==> src/hdl/dcs_div.sv <==
`default_nettype none
module dcs_div #(
  parameter int NUM_W = 25,
  parameter int DEN_W = 16,
  parameter int Q_W   = 25
) (
  input  wire logic             clk,
  input  wire logic             en,
  input  wire logic [NUM_W-1:0] num,
  input  wire logic [DEN_W-1:0] den,
  output logic      [Q_W-1:0]   quo
);

  localparam int CW = (NUM_W > DEN_W + Q_W) ? NUM_W : DEN_W + Q_W;

  logic [NUM_W-1:0] rem_s [Q_W+1];
  logic [DEN_W-1:0] den_s [Q_W+1];
  logic [Q_W-1:0]   quo_s [Q_W+1];

  assign rem_s[0] = num;
  assign den_s[0] = den;
  assign quo_s[0] = '0;

  // One quotient bit per stage, most significant first.
  for (genvar k = 0; k < Q_W; k++) begin : g_step
    localparam int SH = Q_W - 1 - k;
    logic [CW-1:0] dsh;
    logic [CW-1:0] rext;
    logic          ge;
    logic [CW-1:0] rnew;

    always_comb begin
      dsh  = CW'(den_s[k]) << SH;
      rext = CW'(rem_s[k]);
      ge   = rext >= dsh;
      rnew = ge ? rext - dsh : rext;
    end

    logic [NUM_W-1:0] rem_r;
    logic [DEN_W-1:0] den_r;
    logic [Q_W-1:0]   quo_r;

    always_ff @(posedge clk) begin
      if (en) begin
        rem_r <= rnew[NUM_W-1:0];
        den_r <= den_s[k];
        quo_r <= {quo_s[k][Q_W-2:0], ge};
      end
    end

    assign rem_s[k+1] = rem_r;
    assign den_s[k+1] = den_r;
    assign quo_s[k+1] = quo_r;
  end

  assign quo = quo_s[Q_W];

endmodule
`default_nettype wire

==> config.mk <==
export PLATFORM = sky130hd
export DESIGN_NAME = dcs_div
export DESIGN_NICKNAME = d
export VERILOG_FILES = /design/src/hdl/dcs_div.sv
export SDC_FILE = /design/constraint.sdc
export NUM_CORES = 2
export LEC_CHECK = 0
export ABC_AREA = 1
export BUFFER_PORTS_ARGS = -buffer_cell sky130_fd_sc_hd__buf_2
export CELL_PAD_IN_SITES_DETAIL_PLACEMENT = 0
export CELL_PAD_IN_SITES_GLOBAL_PLACEMENT = 1
export CORE_MARGIN = 4
export CORE_UTILIZATION = 45
export DETAILED_ROUTE_END_ITERATION = 7
export PLACE_DENSITY = 0.69
export SLEW_MARGIN = 20
export SYNTH_ARGS = -nofsm -noshare
export SYNTH_HDL_FRONTEND = slang
export SYNTH_SLANG_ARGS = --single-unit
export TNS_END_PERCENT = 1
==> constraint.sdc <==
create_clock -name clk -period 4.6 [get_ports clk]
set_clock_uncertainty 0.15 [all_clocks]
set_input_delay 0.92 -clock clk [delete_from_list [all_inputs] [get_ports clk]]
set_output_delay 0.92 -clock clk [all_outputs]
set_load 0.02 [all_outputs]
* Word-level counts from Yosys, hierarchy flattened
Index checks and enable logic that the tools add are counted. Widths: inputs -> output; s select.
Storage, ports and cells: input port bits 43, latch bits 0, bits in read-only memories 0, memories kept 0, register bits 1309, bits in writable memories 0, output and inout port bits 25, word-level logic and storage cells 146
Operators by class: eq/ne operators 0, divide/modulo/power cells 0, muxes and demuxes 24, add/subtract/negate cells 24, reduce and logical (&&, ||, !) cells 0, $mul 0, bitwise logic cells 0, shift-type cells 0, magnitude comparators 25
Operator list (number):
- $mux 25 | 24
- $sub 25x25->25 | 16
- $ge 25x40->1 | 1
- $ge 25x39->1 | 1
- $ge 25x38->1 | 1
- $ge 25x37->1 | 1
- $ge 25x36->1 | 1
- $ge 25x35->1 | 1
- $ge 25x34->1 | 1
- $ge 25x33->1 | 1
- $ge 25x32->1 | 1
- $ge 25x31->1 | 1
- $ge 25x30->1 | 1
- $ge 25x29->1 | 1
- $ge 25x28->1 | 1
- $ge 25x27->1 | 1
- $ge 25x26->1 | 1
- $ge 25x16->1 | 1
- $ge 25x17->1 | 1
- $ge 25x18->1 | 1
- $ge 25x19->1 | 1
- $ge 25x20->1 | 1
- $ge 25x21->1 | 1
- $ge 25x22->1 | 1
- other kinds (11) | 11

* Longest topological paths before layout
depth in word-level cells 2, gate-level depth with buffers 14, mapped depth without buffers 14

* Least setup slack after synthesis
Ideal clock, no wire load.
kind register -> register, from reg g_step[22].rem_r[1], to reg g_step[23].rem_r[20], data pin, slack 2.287 ns, arrival time 1.907 ns, path buffers 1, period minus slack after synthesis 2.313 ns, stages on the path, launching flop included 14, cell sequence edfxtp_1 -> inv_1 -> ha_1 -> inv_1 -> fa_1 -> nand3_1 -> nand3_2 -> nand2_1 -> nand2_2 -> a21oi_2 -> nand2_1 -> buf_4 -> nand3_1 -> nand2_1
Between the ends: longest elaborated chain between the ends 2, elaborated cells on any way between the ends 3, classes of those cells add/sub (1); order compare (1); mux (1)
Ends and longest elaborated chain:
- start: declaration | line 39 | logic [NUM_W-1:0] rem_r;
- start signal: assignment | line 45 | rem_r <= rnew[NUM_W-1:0];
- $ge 25x17->1 | line 35 | ge = rext >= dsh;
- named net g_step[23].ge | line 29 | logic ge;
- $mux 25 | line 36 | rnew = ge ? rext - dsh : rext;
- named net g_step[23].rnew[20] | line 30 | logic [CW-1:0] rnew;
- end signal: assignment | line 45
- end: declaration | line 39
The timed path passes the listed nets, and every way through them passes these cells. A chain may end at the register's enable or synchronous reset.

* Final worst setup path
from reg g_step[8].rem_r[15], to reg g_step[9].rem_r[21], data pin
Between the ends: longest elaborated chain between the ends 2, elaborated cells on any way between the ends 3, classes of those cells add/sub (1); order compare (1); mux (1)
Ends and longest elaborated chain (line):
- start: declaration | 39
- start signal: assignment | 45
- $sub 25x25->25 / $ge 25x31->1 (equally long branches) | 36, 35
- $mux 25 * | 36
- named net g_step[9].rnew[21] | 30
- end signal: assignment | 45
- end: declaration | 39
The timed path passes the listed nets; every way through them passes the cells marked *.

==> flow_metrics.env <==
export IMPL_outcome="complete, no violations"
export IMPL_yosys_area_top_type_share=0.623
export IMPL_power_share_combinational=0.232
export IMPL_core_area_um2=139000
export IMPL_antenna_violations_before_repair=1
export IMPL_timing_final_crit_period_ns=3.15
export IMPL_clock_fmax_mhz=317
export IMPL_holdWs_ns=0.166
export IMPL_syn_num_nets=6466
export IMPL_required_ns=5.08
export IMPL_max_vdd_ir_drop_mv=0.333
export IMPL_synth_top_area_cell="edfxtp_1"
export IMPL_tightestPinTransition_ns=0.959
export IMPL_avgSynthCellArea_um2=10.3
export IMPL_yosysUniqueCellTypes=54
export IMPL_cts_buffer_depth=3
export IMPL_insertion_delay_ns=0.79
export IMPL_layout_filler_cells=12700
export IMPL_slew_violations=0
export IMPL_vias_in_the_first_global_route=39800
export IMPL_die_width_um=382
export IMPL_power_report_internal_total_mw=23.8
export IMPL_finish_instance_area_um2=70600
export IMPL_swShare=0.321
export IMPL_clock_sinks=1309
export IMPL_syn_inst=6120
export IMPL_hpwlAfterDp_um=110000
export IMPL_power_sequential_fraction=0.453
export IMPL_switching_power_mw=11.2
export IMPL_ant_nets=0
export IMPL_power_density_nw_per_um2=496
export IMPL_postCtsSetupBuffers=0
export IMPL_drt_drc_violations_left=0
export IMPL_ys_ff_latch=1309
export IMPL_postSynth_topFlopCell="edfxtp_1"
export IMPL_design_die_area_um2=146000
export IMPL_post_cts_resized=0
export IMPL_synth_edf_count=1309
export IMPL_routed_via_count=40900
export IMPL_synthesis_to_finish_area_growth_pct=11.9
export IMPL_leakage_nw=30.5
export IMPL_unrepaired_setup_endpoints_after_global_routing="no"
export IMPL_cts_inserted_buffers=141
export IMPL_path_category_of_the_worst_min_delay_check="in -> reg"
export IMPL_drt_iter0_drc=2782
export IMPL_drt_total_wl_um=144000
export IMPL_fraction_of_layout_cells_with_a_size_suffix_above_1=0.0659
export IMPL_setup_violations_final=0
export IMPL_final_nets=6680
export IMPL_yosys_warnings=0
export IMPL_clk_network_pwr_share=0.314
export IMPL_cts_hold_repair_buffers=0
export IMPL_numPortBuffers=67
export IMPL_worst_setup_path_type="reg -> reg"
export IMPL_timing_critical_path_arrival_ns=3.63
export IMPL_routedWlPerCell_um=17.3
export IMPL_synth_seq_area_share=0.623
export IMPL_yosys_top_cells_area="edfxtp_1, nand2_1, inv_1, ha_1, nor2_1"
export IMPL_finalCritPeriodShare=0.685
export IMPL_clock_tree_htree_level_count=4
export IMPL_dr_pass1_iters=7
export IMPL_netlist_top_cells_count="nand2_1, edfxtp_1, inv_1"
export IMPL_synthesis_area_um2=63100
export IMPL_clkSlewWorstSetupHoldPaths_ns=0.06
export IMPL_cts_root_buffer_cell="clkbuf_16"
export IMPL_crit_path_end_kind="register"
export IMPL_ys_async_sr_fraction=0
export IMPL_slew_headroom=0.359
export IMPL_maxCapViolations=0
export IMPL_io_pins=68
export IMPL_pin_count_of_the_biggest_net_entering_global_routing=118
export IMPL_global_route_wire_length_before_repair_um=225000
export IMPL_die_height_um=382
export IMPL_worst_setup_path_start_kind="register"
export IMPL_tritoncts="built"
export IMPL_timing_hold_violations_final=0
export IMPL_overflow=0
export IMPL_synth_most_common_cell="nand2_1"
export IMPL_post_place_cells=8067
export IMPL_highest_net_fanout_along_the_worst_path=11
export IMPL_dpl_cell_area_um2=66000
export IMPL_mean_number_of_vias_per_cell=4.91
export IMPL_tns_ns=0
export IMPL_layoutNonFillerInstCount=8327
export IMPL_initial_utilization=0.453
export IMPL_num_rows=137
export IMPL_gr_usage_all_layers=0.197
export IMPL_globalplace_congestion=0.867
## path summary, 6_finish.rpt
kind,slack (ns),depth (start not counted),to,from
worst max register to register,1.45,10,g_step[9].rem_r[21]$_DFFE_PP_,g_step[8].rem_r[15]$_DFFE_PP_
worst min register to register,0.25,0,g_step[18].quo_r[10]$_DFFE_PP_,g_step[17].quo_r[9]$_DFFE_PP_
worst min-delay path,0.17,1,g_step[0].rem_r[6]$_DFFE_PP_,num[6]
worst max-delay path,1.45,10,g_step[9].rem_r[21]$_DFFE_PP_,g_step[8].rem_r[15]$_DFFE_PP_
## critical path: stages, from the launching register on
cell	delay [ns]
edfxtp_1	0.36
inv_1	0.05
ha_1	0.25
fa_1	0.43
o21ai_1	0.34
nand3_1	0.11
nand2_1	0.20
nand2_1	0.35
nand3_1	0.54
nand2_1	0.10
nand2_1	0.11
## logic make-up (layout without fill, tap and decap cells)
group,after synthesis,count (layout),share of synthesized area
other cells,0,1,0
flops,1309,1309,0.623
buf+inv,1022,1352,0.0634
xor+xnor,140,140,0.0194
simple gates,2960,2960,0.198
compound gates,386,386,0.0330
fa+ha+maj,303,303,0.0628
## sequential cells by signal, summed over array words and instances (netlist names)
register / flops
g_step.quo_r: 300
quo: 25
g_step.den_r: 384
g_step.rem_r: 600
## placed cells by master (no fill, tap or decap), types with 83 or more instances in the layout
cell type	Yosys	layout
nor2_1	545	545
nand3_1	304	304
nand2_1	1762	1762
edfxtp_1	1309	1309
nand4_1	142	142
a21oi_1	176	175
ha_1	280	280
inv_1	947	947
clkbuf_16	0	141
o21ai_0	83	83
xor2_1	108	108
## stage by stage
| step | worst slack (ns) | util | power, mW |
|---|---|---|---|
| 2_1_floorplan | 2.29 | - | 21.5 |
| 3_3_place_gp | 1.48 | 0.474 | 24.2 |
| 3_5_place_dp | 1.54 | 0.474 | 24.2 |
| 4_1_cts | 1.52 | 0.507 | 35.4 |
| 5_1_grt | 1.31 | 0.507 | 37.2 |
| 6_report | 1.45 | 0.507 | 35.0 |
## layout make-up
cell class                 count  area (um^2)  share of cell area
sequential                  1309        39300               0.557
multi-input combinational   3789        19800               0.280
inverter                     978         3670              0.0520
clock buffer                 169         3630              0.0515
tap                         1876         2350              0.0332
clock inverter                90          952              0.0135
timing repair buffer         115          898              0.0127
antenna                        1         2.50           0.0000354
## per-layer routing
| layer | share of wire | up-vias | global-route usage | wire length, um |
|---|---|---|---|---|
| met3 | 0.040 | 197 | 0.0262 | 5710 |
| met2 | 0.46 | 738 | 0.317 | 66200 |
| met4 | 0.020 | 0 | 0.0491 | 2820 |
| li1 | - | 20800 | - | - |
| met1 | 0.48 | 19200 | 0.284 | 68900 |
| met5 | 0 | - | 0 | 0 |
## power groups by stage
| stage | Sequential, mW | Combinational [mW] | Clock [mW] |
|---|---|---|---|
| floorplan | 15.5 | 5.97 | 0 |
| global placement | 16.1 | 8.09 | 0 |
| detailed placement | 16.1 | 8.12 | 0 |
| CTS | 15.9 | 8.16 | 11.4 |
| global route | 16.0 | 9.34 | 11.9 |
| finish | 15.9 | 8.14 | 11.0 |
(Power assumes the default switching activity.)
