===== config.mk =====
export PLATFORM = sky130hd
export DESIGN_NAME = dcs_delay
export DESIGN_NICKNAME = d
export VERILOG_FILES = /design/src/hdl/dcs_delay.sv
export SDC_FILE = /design/constraint.sdc
export NUM_CORES = 1
export LEC_CHECK = 0
export ABC_CLOCK_PERIOD_IN_PS = 800
export BUFFER_PORTS_ARGS = -buffer_cell sky130_fd_sc_hd__buf_2
export CORE_MARGIN = 2
export CORE_UTILIZATION = 45
export CTS_BUF_LIST = sky130_fd_sc_hd__clkbuf_8
export DETAILED_ROUTE_END_ITERATION = 10
export GPL_TIMING_DRIVEN = 0
export HOLD_SLACK_MARGIN = 0.03
export PLACE_DENSITY = 0.67
export SYNTH_ARGS = -nofsm -noshare
export SYNTH_HDL_FRONTEND = slang
export SYNTH_SLANG_ARGS = --single-unit

===== constraint.sdc =====
create_clock -name clk -period 0.8 [get_ports clk]
set_input_delay 0.08 -clock clk [delete_from_list [all_inputs] [get_ports clk]]
set_output_delay 0.08 -clock clk [all_outputs]
set_load 0.005 [all_outputs]

===== src/hdl/dcs_delay.sv =====
`default_nettype none
module dcs_delay #(
  parameter int W = 8,
  parameter int N = 4
) (
  input  wire logic         clk,
  input  wire logic         rst_n,
  input  wire logic         en,
  input  wire logic         vld_in,
  input  wire logic [W-1:0] data_in,
  output logic              vld_out,
  output logic      [W-1:0] data_out
);

  logic [N-1:0] vld_r;
  logic [W-1:0] data_r [N];

  always_ff @(posedge clk) begin
    if (!rst_n) begin
      vld_r <= '0;
    end else if (en) begin
      vld_r <= {vld_r[N-2:0], vld_in};
    end
  end

  always_ff @(posedge clk) begin
    if (en) begin
      data_r[0] <= data_in;
      for (int i = 1; i < N; i++) data_r[i] <= data_r[i-1];
    end
  end

  assign vld_out  = vld_r[N-1];
  assign data_out = data_r[N-1];

endmodule
`default_nettype wire


==> Yosys cells after proc, flatten, opt, wreduce, memory -nomap -nowiden <==
Memories as Yosys holds them, arrays and structs flattened.
Cells that the tools add are included.
{ "op_classes": {"mux": 2} }
{ "op_table": {"columns": ["operator", "n"], "rows": [
  ["$mux 1", 2]
]} }
{ "totals": {"reg_bits": 4, "elab_cells": 4, "ram_bits": 32, "out_inout_bits": 9, "input_bits": 12, "mem_count": 1} }
{ "memory_table": {"columns": ["name", "words", "width", "rd", "rd_ports_with_merged_regs", "write_ports", "line_no", "text"], "rows": [
  ["data_r", 4, 8, 4, 0, 4, "16", "logic [W-1:0] data_r [N];"]
]} }

==> Longest topological paths before layout <==
Gate-level depths: netlist (run 1).
{ "logic_depth": {"ltp_word": 2, "ltp_mapped": 3, "depth_no_buf": 2} }

==> Worst setup path after synthesis (run 1) <==
Ideal clock, no wire load.
{ "synth_path": {"kind": "register to register", "startpoint": "mem data_r[0][0]", "endpoint": "mem data_r[1][0] (data pin)", "path_stages_with_launch": 1, "slack_ps": 211, "path_buffers": 0, "arrival_time_ps": 323, "cell_sequence": "edfxtp_1"} }
{ "synth_lines": {"columns": ["item", "line_no"], "rows": [
  ["start, declared", "16"]
]} }

==> results of run 1 <==
==> final timing paths <==
path | end | slack (ns) | cells past startpoint
setup reg to reg | vld_r[3] | 0.07 | 3
setup / recovery | data_out[4] | -0.05 | 1
hold / removal | vld_r[0] | 0.05 | 2
hold reg to reg | data_r[2][7] | 0.42 | 0
==> power by group through the flow <==
| stage | Combinational (mW) | Clock, mW | Sequential, mW |
|---|---|---|---|
| after floorplan | 0.0222 | 0 | 2.24 |
| after global placement | 0.0997 | 0 | 2.24 |
| after detailed placement | 0.104 | 0 | 2.25 |
| after CTS | 0.136 | 1.53 | 2.21 |
| after global routing | 0.154 | 1.62 | 2.21 |
| final | 0.139 | 1.50 | 2.20 |
==> flip-flops by register name (all words and copies together), names as in the netlist <==
| register | flops |
|---|---|
| data_r | 32 |
| vld_r | 4 |
==> stage by stage <==
| step | power (mW) | TNS, ns | hold WS [ns] | instances | worst slack (ns) |
|---|---|---|---|---|---|
| global route | 3.987 | -0.6923 | 0.05650 | 112 | -0.1168 |
| floorplan | 2.267 | 0 | 0.1789 | 45 | 0.2112 |
| detailed placement | 2.351 | -8.377 | 0.2581 | 95 | -0.4600 |
| CTS | 3.873 | -0.4427 | 0.04730 | 112 | -0.06243 |
| global placement | 2.339 | -7.376 | 0.2560 | 95 | -0.3632 |
| finish | 3.846 | -0.3339 | 0.05185 | 112 | -0.04774 |
==> routing by layer <==
layer / vias up / wire length (µm) / track usage
li1: 242 / - / -
met1: 215 / 470 / 0.09524
met2: 22 / 620 / 0.1687
met3: 2 / 124 / 0.06944
met4: 0 / 19 / 0.07692
met5: - / 0 / 0
==> kinds of logic after synthesis <==
logic type,count (synthesis),synth area share
flops,36,0.9317
buf+inv,1,0.01008
simple gates,4,0.02239
mux,4,0.03584
==> cell usage after synthesis, drive strengths merged <==
| library cell | number |
|---|---|
| mux2i | 4 |
| buf | 1 |
| nor2b | 4 |
| dfxtp | 4 |
| edfxtp | 32 |
==> final cells by class <==
| class | instances | area share |
|---|---|---|
| Timing Repair Buffer | 29 | 0.1297 |
| Clock buffer | 5 | 0.04693 |
| Tap cell | 30 | 0.02560 |
| Buffer | 1 | 0.007679 |
| Sequential cell | 36 | 0.7107 |
| Clock inverter | 3 | 0.02645 |
| Multi-Input combinational cell | 8 | 0.05290 |
==> timing repair <==
action	in CTS	in global routing
endpoints found under the hold margin	8	0
endpoints found under the setup margin	13	10
setup buffers	1	0
hold buffers	8	0
gates cloned	0	0
resized for setup	2	2
==> key figures, run 1 <==
Routing
  – Drc violations: 0
  – Router iterations before antenna repair: 5
  – Wire per inst: 11.03 µm
  – Final ANT Viol Nets: 0
  – Drt initial violations: 10
  – Vias: a little under 500
  – WL final: between 1000 and 1500 µm
  – Vias/cell: 4.295

Die
  – Rows: 18
  – Ports: 21
  – Die Height: about 54 µm
  – Width of the die: 53.83 µm
  – Die area: roughly 2900 µm²
  – Core outline area: around 2400 µm²
  – Starting Density: 0.4637

Clocking
  – CTS Root Cell: clkbuf_8
  – Clock sink count: 36
  – Clock slew at the register clock pins of the worst setup and hold paths: 0.07 ns
  – CTS tree: yes
  – Clock buffer depth: 2
  – H-Tree Depth: 2
  – TritonCTS buffer count: 5
  – Worst skew pair latency: roughly 0.28 ns

Timing
  – Worst-Margin Slew: 0.3939 ns
  – Setup violators final: 8
  – Clock skew: approximately 0.0043 ns
  – Max Slew Vio Count: 0
  – RSZ-0062 raised after global routing: true
  – Final hold vios: 0
  – Fin worst setup slack: -0.04774 ns
  – Fin crit share: 1.060
  – Slew headroom: 0.7374
  – Fin crit period: ~0.85 ns
  – F_max: 1180 MHz

Critical path
  – Startpoint Class: flop
  – Largest stage delay, worst path: around 0.35 ns
  – Reg2reg start: vld_r[3]
  – Delay-heaviest family, CP: flip-flops
  – Critical path type: reg2out
  – CP arrival: a little under 0.8 ns
  – Critical Path Fanout Max: 1
  – Slowest stage cell, crit path: edfxtp_1
  – Crit-path cells: buf_2
  – Buf/Inv on CP: 1
  – Worst setup EP type: primary output
  – CP Data Required Time: about 0.72 ns
  – Crit path launch: data_r[3][4]

Synthesis
  – Unique cell type count in the Yosys netlist: 5
  – Syn Area/Cell: 24.83 µm²
  – Top cell type by total area after synthesis: edfxtp_1
  – Mapped Nets: 57
  – Mapped Cells: 45
  – Synth Register Bits: 36
  – Share of the synthesized area in the top cell type: 0.8600
  – Post-synthesis sequential area ratio: 0.9317
  – Synth warn: 0
  – Netlist Area Pre-Place: between 1000 and 1500 µm²
  – Synth area leaders: edfxtp_1 86%, dfxtp_1 7.2%, mux2i_1 3.6%

Layout
  – Multi-input gate area: between 70 and 80 µm²
  – Area grow syn2layout: 31.24%
  – Diode count: 0
  – Fillers: 170
  – FF+latch area: 1042 µm²
  – Layout cells sized above 1: 0.3780
  – Most common cell after layout, fill and taps aside: edfxtp_1
  – Most frequent cells in the layout: 32 x edfxtp_1, 19 x buf_2, 8 x dlygate4sd3_1, 5 x clkbuf_8, 4 x nor2b_1
  – Layout Utilization: 0.6085
  – Finished layout cell area: 1466 µm²
  – Nets@finish: 93

Min path
  – Worst min path class: in2reg
  – Hold path startpoint: rst_n

Place
  – Port bufs: 20
  – GPL Wtd Cong: 0.5596
  – DP Area: about 1300 µm²

Global routing
  – Gr ovfl total: 0
  – Vias in the first global route: between 400 and 500
  – Initial antenna violation count: 0
  – Largest net degree at the start of global routing: 34
  – Total GRT Usage: 0.1061
  – First-pass GRT wire length: about 1900 µm

Pwr
  – Leak pwr: about 0.56 nW
  – Net load switching power: approximately 0.68 mW
  – Clock share of power: 0.390
  – Sequential share of power: 0.573
  – Worst vdd ir: 1.985 mV
  – Comb pwr share: 0.036
  – Internal power: 3.168 mW
  – P per Cell Area: 2622 nW/µm²
  – Switching Share: 0.1762

Run status
  – Failing checks: setup timing
  – Status: complete, but fails checks

Run
  – Max-Cap Viols: 0
No activity file was read; power rests on OpenSTA's default activity.
==> run 2: changes to the inputs <==
--- a/config.mk
+++ b/config.mk
@@ -6,7 +6,7 @@
 export NUM_CORES = 1
 export LEC_CHECK = 0
 export ABC_CLOCK_PERIOD_IN_PS = 800
-export BUFFER_PORTS_ARGS = -buffer_cell sky130_fd_sc_hd__buf_2
+export BUFFER_PORTS_ARGS = -buffer_cell sky130_fd_sc_hd__clkbuf_2
 export CORE_MARGIN = 2
 export CORE_UTILIZATION = 45
 export CTS_BUF_LIST = sky130_fd_sc_hd__clkbuf_8
==> run 2 against run 1 <==
Compared with the run above:
- the flow still finishes with violations (setup timing)
- combinational power about the same
- sequential share of layout area increased by 2.2 points
- count of clock-buffer cells in the layout unchanged
- cell count decreased by 0.89%
- critical endpoint unchanged
==> key figures, run 2 (synthesized netlist as in run 1, its figures left out) <==
Die
  – Ports: 21 (unchanged)
  – Width of the die: 53.83 µm (unchanged)
  – Rows: 18 (unchanged)
  – Starting Density: 0.4637 (unchanged)
  – Die area: 2898 µm² (unchanged)
  – Die Height: 53.83 µm (unchanged)
  – Core outline area: 2410 µm² (unchanged)

Routing
  – Vias: 487 (was 481)
  – WL final: 1253 µm (was 1235 µm)
  – Met3 wire length: 73 µm (was 124 µm)
  – Drc violations: 0 (unchanged)
  – Met2 wire length: 660 µm (was 620 µm)
  – Wire per inst: 11.29 µm (was 11.03 µm)
  – Max layer used: met4 (unchanged)
  – Drt initial violations: 2 (was 10)
  – Router iterations before antenna repair: 2 (was 5)
  – Met1 wire length: 499 µm (was 470 µm)
  – Final ANT Viol Nets: 0 (unchanged)
  – Vias/cell: 4.387 (was 4.295)

Timing
  – Slew headroom: 0.7347 (was 0.7374)
  – Worst-Margin Slew: 0.3980 ns (was 0.3939 ns)
  – RSZ-0062 raised after global routing: true (unchanged)
  – Fin crit share: 1.045 (was 1.060)
  – Setup violators final: 8 (unchanged)
  – F_max: 1196 MHz (was 1180 MHz)
  – Max Slew Vio Count: 0 (unchanged)
  – Fin crit period: 0.8363 ns (was 0.8477 ns)
  – Hold slack: 0.05609 ns (was 0.05185 ns)
  – Clock skew: 0.005954 ns (was 0.004341 ns)
  – Fin worst setup slack: -0.03635 ns (was -0.04774 ns)
  – Final hold vios: 0 (unchanged)

Critical path
  – Largest stage delay, worst path: 0.36 ns (was 0.35 ns)
  – CP arrival: 0.76 ns (was 0.77 ns)
  – Crit-path cells: clkbuf_2 (was buf_2)
  – Worst setup EP type: primary output (unchanged)
  – Critical Path Fanout Max: 1 (unchanged)
  – Startpoint Class: flop (unchanged)
  – Buf/Inv on CP: 1 (unchanged)
  – CP Data Required Time: 0.72 ns (about the same)
  – R2r worst-path depth: 2 (was 3)
  – Reg-to-reg slack, setup: 0.13 ns (was 0.07 ns)
  – Critical path type: reg2out (unchanged)
  – Delay-heaviest family, CP: flip-flops (unchanged)
  – Worst r2r dst: vld_r[2] (was vld_r[3])
  – Slowest stage cell, crit path: edfxtp_1 (unchanged)
  – Reg2reg start: vld_r[1] (was vld_r[3])

Layout
  – Biggest register: data_r (unchanged)
  – Most frequent cells in the layout: 32 x edfxtp_1, 19 x clkbuf_2, 8 x dlygate4sd3_1, 5 x clkbuf_8 (was 32 x edfxtp_1, 19 x buf_2, 8 x dlygate4sd3_1, 5 x clkbuf_8, 4 x nor2b_1)
  – Multi-input gate area: 65.06 µm² (was 77.57 µm²)
  – Max reg flops: 32 (unchanged)
  – Final non-filler cell total: 111 (was 112)
  – FF+latch area: 1042 µm² (unchanged)
  – Fillers: 170 (unchanged)
  – Area grow syn2layout: 27.32% (was 31.24%)
  – Finished layout cell area: 1423 µm² (was 1466 µm²)
  – Layout cells sized above 1: 0.3457 (was 0.3780)
  – Biggest regs: data_r: 32 flops, vld_r: 4 flops (unchanged)
  – Most common cell after layout, fill and taps aside: edfxtp_1 (unchanged)
  – Diode count: 0 (unchanged)
  – Nets@finish: 92 (was 93)

Clocking
  – Post-CTS setup buffer count: 0 (was 1)
  – Worst skew pair latency: 0.27 ns (was 0.28 ns)
  – Clock buffer depth: 2 (unchanged)
  – CTS Root Cell: clkbuf_8 (unchanged)
  – Clock slew at the register clock pins of the worst setup and hold paths: 0.07 ns (about the same)
  – CTS tree: yes (unchanged)
  – Clock sink count: 36 (unchanged)
  – H-Tree Depth: 2 (unchanged)
  – TritonCTS buffer count: 5 (unchanged)

Min path
  – Worst min path class: in2reg (unchanged)
  – Hold path startpoint: rst_n (unchanged)
  – Hold Path Stages: 2 (unchanged)
  – Hold endpoint: vld_r[0] (unchanged)

Pwr
  – Worst vdd ir: 2.170 mV (was 1.985 mV)
  – Leak pwr: 0.5407 nW (was 0.5579 nW)
  – P per Cell Area: 2468 nW/µm² (was 2622 nW/µm²)
  – Total Power: 3.511 mW (was 3.846 mW)

Global routing
  – Largest net degree at the start of global routing: 34 (unchanged)
  – Vias in the first global route: 419 (was 432)
  – Gr ovfl total: 0 (unchanged)
  – First-pass GRT wire length: 1911 µm (was 1863 µm)
  – Total GRT Usage: 0.1052 (was 0.1061)
  – Initial antenna violation count: 0 (unchanged)

Run
  – Max-Cap Viols: 0 (unchanged)

Place
  – Port bufs: 20 (unchanged)
  – Dpl ws: -0.5272 ns (was -0.4600 ns)
  – DP Area: 1255 µm² (unchanged)
  – Placed Cells incl. Taps: 95 (unchanged)
  – GPL Wtd Cong: 0.5656 (was 0.5596)

Run status
  – Failing checks: setup timing (unchanged)
  – Status: complete, but fails checks (unchanged)
## run 2: worst max-delay path by stage
stage	endpoint	startpoint	slack [ns]	depth (start not counted)
detailed placement	vld_r[2]	en	-0.53	4
floorplan	data_r[1][0]	data_r[0][0]	0.21	0
global placement	vld_r[1]	en	-0.41	4
finish	data_out[4]	data_r[3][4]	-0.04	1
CTS	data_out[4]	data_r[3][4]	-0.05	1
global route	data_out[3]	data_r[3][3]	-0.10	1
## run 2: what timing repair did
action	in CTS	in global routing
gates resized for setup	2	1
hold buffers	8	0
setup endpoints to repair	13	10
hold endpoints to repair	8	0
## run 2: routing by layer
metal  up-vias  GRT usage
li1        240          -
met1       224     0.1172
met2        20     0.1565
met3         3    0.05000
met4         0    0.07692
met5         -          0
## run 2: where the power goes
group	total (mW)	leakage (nW)	switching, mW	internal (mW)
registers	2.21	0.346	0.0268	2.18
logic	0.136	0.152	0.0609	0.0751
clock network	1.17	0.0430	0.579	0.590
## run 2: layout make-up
type / count / area share
clock inverters: 3 / 0.01055
multi-input cells: 8 / 0.04573
clock buffers: 5 / 0.04837
well taps: 30 / 0.02639
plain buffers: 1 / 0.007916
flip-flops and latches: 36 / 0.7326
repair buffers: 28 / 0.1284
## run 2: stage by stage
stage | utilization | setup TNS, ns
global route | 0.5903 | -0.5865
CTS | 0.5903 | -0.3038
finish | 0.5903 | -0.1947
floorplan | - | 0
detailed placement | 0.5208 | -10.36
global placement | 0.5208 | -9.134
==> run 3: changes to the inputs <==
==> constraint.sdc (replaced) <==
create_clock -name clk -period 0.8 [get_ports clk]
set_input_delay 0.08 -clock clk [delete_from_list [all_inputs] [get_ports clk]]
set_output_delay 0.08 -clock clk [all_outputs]
set_load 0.01 [all_outputs]
==> run 3 against run 2 <==
Compared with the run above:
- the flow still finishes with violations (setup timing)
- count of clock-buffer cells in the layout unchanged
- design area grew 0.44%
- clock power about the same
- non-clock buffer count did not move
- critical path type unchanged
- combinational power is 7% higher
- register-to-register slack about the same
- worst setup slack got worse by 0.016 ns
- via count unchanged
==> key figures, run 3 (synthesized netlist as in run 1, its figures left out) <==
Pwr
  – P per Cell Area: 2464 nW/µm² (was 2468 nW/µm²)
  – Net load switching power: 0.6756 mW (was 0.6668 mW)
  – Comb pwr share: 0.041 (was 0.039)
  – Switching Share: 0.1919 (was 0.1899)
  – Clock share of power: 0.332 (was 0.333)
  – Leak pwr: 0.5422 nW (was 0.5407 nW)
  – Worst vdd ir: 2.171 mV (was 2.170 mV)
  – Sequential share of power: 0.627 (was 0.628)
  – Total Power: 3.521 mW (was 3.511 mW)
  – Internal power: 2.845 mW (about the same)

Routing
  – Vias/cell: 4.387 (unchanged)
  – Wire per inst: 11.32 µm (was 11.29 µm)
  – WL final: 1256 µm (was 1253 µm)
  – Router iterations before antenna repair: 2 (unchanged)
  – Final ANT Viol Nets: 0 (unchanged)
  – Drc violations: 0 (unchanged)
  – Vias: 487 (unchanged)
  – Drt initial violations: 2 (unchanged)

Timing
  – Setup TNS: -0.3225 ns (was -0.1947 ns)
  – Max Slew Vio Count: 0 (unchanged)
  – Clock skew: 0.005954 ns (unchanged)
  – Worst-Margin Slew: 0.3980 ns (unchanged)
  – Fin worst setup slack: -0.05232 ns (was -0.03635 ns)
  – RSZ-0062 raised after global routing: true (unchanged)
  – Fin crit share: 1.065 (was 1.045)
  – Fin crit period: 0.8523 ns (was 0.8363 ns)
  – Setup violators final: 8 (unchanged)
  – F_max: 1173 MHz (was 1196 MHz)
  – Final hold vios: 0 (unchanged)
  – Slew headroom: 0.7347 (unchanged)

Layout
  – Biggest register: data_r (unchanged)
  – Layout cells sized above 1: 0.3457 (unchanged)
  – Max reg flops: 32 (unchanged)
  – Most frequent cells in the layout: 32 x edfxtp_1, 18 x clkbuf_2, 8 x dlygate4sd3_1, 5 x clkbuf_8 (was 32 x edfxtp_1, 19 x clkbuf_2, 8 x dlygate4sd3_1, 5 x clkbuf_8)
  – Final non-filler cell total: 111 (unchanged)
  – Nets@finish: 92 (unchanged)
  – Biggest regs: data_r: 32 flops, vld_r: 4 flops (unchanged)
  – Most common cell after layout, fill and taps aside: edfxtp_1 (unchanged)
  – Diode count: 0 (unchanged)
  – Multi-input gate area: 65.06 µm² (unchanged)
  – FF+latch area: 1042 µm² (unchanged)
  – Area grow syn2layout: 27.88% (was 27.32%)
  – Layout Utilization: 0.5929 (was 0.5903)
  – Fillers: 169 (was 170)
  – Finished layout cell area: 1429 µm² (was 1423 µm²)

Critical path
  – WP depth: 1 (unchanged)
  – Delay-heaviest family, CP: flip-flops (unchanged)
  – Startpoint Class: flop (unchanged)
  – Critical Path Fanout Max: 1 (unchanged)
  – Reg-to-reg slack, setup: 0.12 ns (was 0.13 ns)
  – Crit-path cells: clkbuf_2 (unchanged)
  – Worst setup EP type: primary output (unchanged)
  – CP arrival: 0.77 ns (was 0.76 ns)
  – Critical path type: reg2out (unchanged)
  – Buf/Inv on CP: 1 (unchanged)
  – Slowest stage cell, crit path: edfxtp_1 (unchanged)
  – R2r worst-path depth: 2 (unchanged)
  – Largest stage delay, worst path: 0.36 ns (about the same)
  – CP Data Required Time: 0.72 ns (about the same)

Place
  – DP Area: 1255 µm² (unchanged)
  – Placed Cells incl. Taps: 95 (unchanged)
  – GPL Wtd Cong: 0.5656 (unchanged)
  – Port bufs: 20 (unchanged)

Clocking
  – Worst skew pair latency: 0.27 ns (about the same)
  – Clock buffer depth: 2 (unchanged)
  – H-Tree Depth: 2 (unchanged)
  – Clock sink count: 36 (unchanged)
  – Clock slew at the register clock pins of the worst setup and hold paths: 0.07 ns (about the same)
  – CTS tree: yes (unchanged)
  – Post-CTS setup buffer count: 0 (unchanged)
  – CTS Root Cell: clkbuf_8 (unchanged)
  – TritonCTS buffer count: 5 (unchanged)

Global routing
  – Total GRT Usage: 0.1052 (unchanged)
  – First-pass GRT wire length: 1911 µm (unchanged)
  – GR Layer Usage met2: 0.1565 (unchanged)
  – Initial antenna violation count: 0 (unchanged)
  – Gr ovfl total: 0 (unchanged)
  – M3 GR Usage: 0.05000 (unchanged)
  – Layer with the highest usage: met2 (unchanged)
  – Largest net degree at the start of global routing: 34 (unchanged)
  – Met1 Use GR: 0.1172 (unchanged)
  – Vias in the first global route: 419 (unchanged)

Die
  – Ports: 21 (unchanged)
  – Core outline area: 2410 µm² (unchanged)
  – Rows: 18 (unchanged)
  – Die Height: 53.83 µm (unchanged)
  – Width of the die: 53.83 µm (unchanged)
  – Starting Density: 0.4637 (unchanged)
  – Die area: 2898 µm² (unchanged)

Run status
  – Failing checks: setup timing (unchanged)
  – Status: complete, but fails checks (unchanged)

Min path
  – Worst min path class: in2reg (unchanged)
  – Hold Path Stages: 2 (unchanged)

Run
  – Max-Cap Viols: 0 (unchanged)
[run 3: final timing paths]
path	start	endpoint
hold reg to reg	data_r[1][7]	data_r[2][7]
setup reg to reg	vld_r[1]	vld_r[2]
setup / recovery	data_r[3][4]	data_out[4]
hold / removal	rst_n	vld_r[0]
[run 3: per-stage QoR]
step                      setup slack, ns  hold WS (ns)
after floorplan                    0.2014        0.1789
after global placement            -0.4126        0.2566
after detailed placement          -0.5272        0.2586
after CTS                        -0.06634       0.05665
after global routing              -0.1158       0.07729
final                            -0.05232       0.05609
[run 3: area by class of cell]
type	count	area share
Clock inverter	3	0.01051
Buffer	1	0.007881
Clock buffer	5	0.04816
Timing Repair Buffer	28	0.1322
Multi-Input combinational cell	8	0.04553
Sequential cell	36	0.7294
Tap cell	30	0.02627
[run 3: timing repair]
item                                    in CTS  in global routing
endpoints found under the setup margin      13                 10
hold endpoints to repair                     8                  0
hold buffers                                 8                  0
gates cloned                                 0                  0
gates resized for setup                      2                  3
pin swaps                                    0                  0
[run 3: layer usage]
metal,vias to the layer above,routed length [µm]
met5,-,0
met4,0,20
met3,3,73
met2,20,660
met1,224,502
li1,240,-
[run 3: power by group through the flow]
stage | combinational, mW | sequential [mW] | clock [mW]
after floorplan | 0.0222 | 2.25 | 0
after global placement | 0.109 | 2.24 | 0
after detailed placement | 0.113 | 2.25 | 0
after CTS | 0.144 | 2.21 | 1.19
after global routing | 0.161 | 2.22 | 1.29
final | 0.145 | 2.21 | 1.17
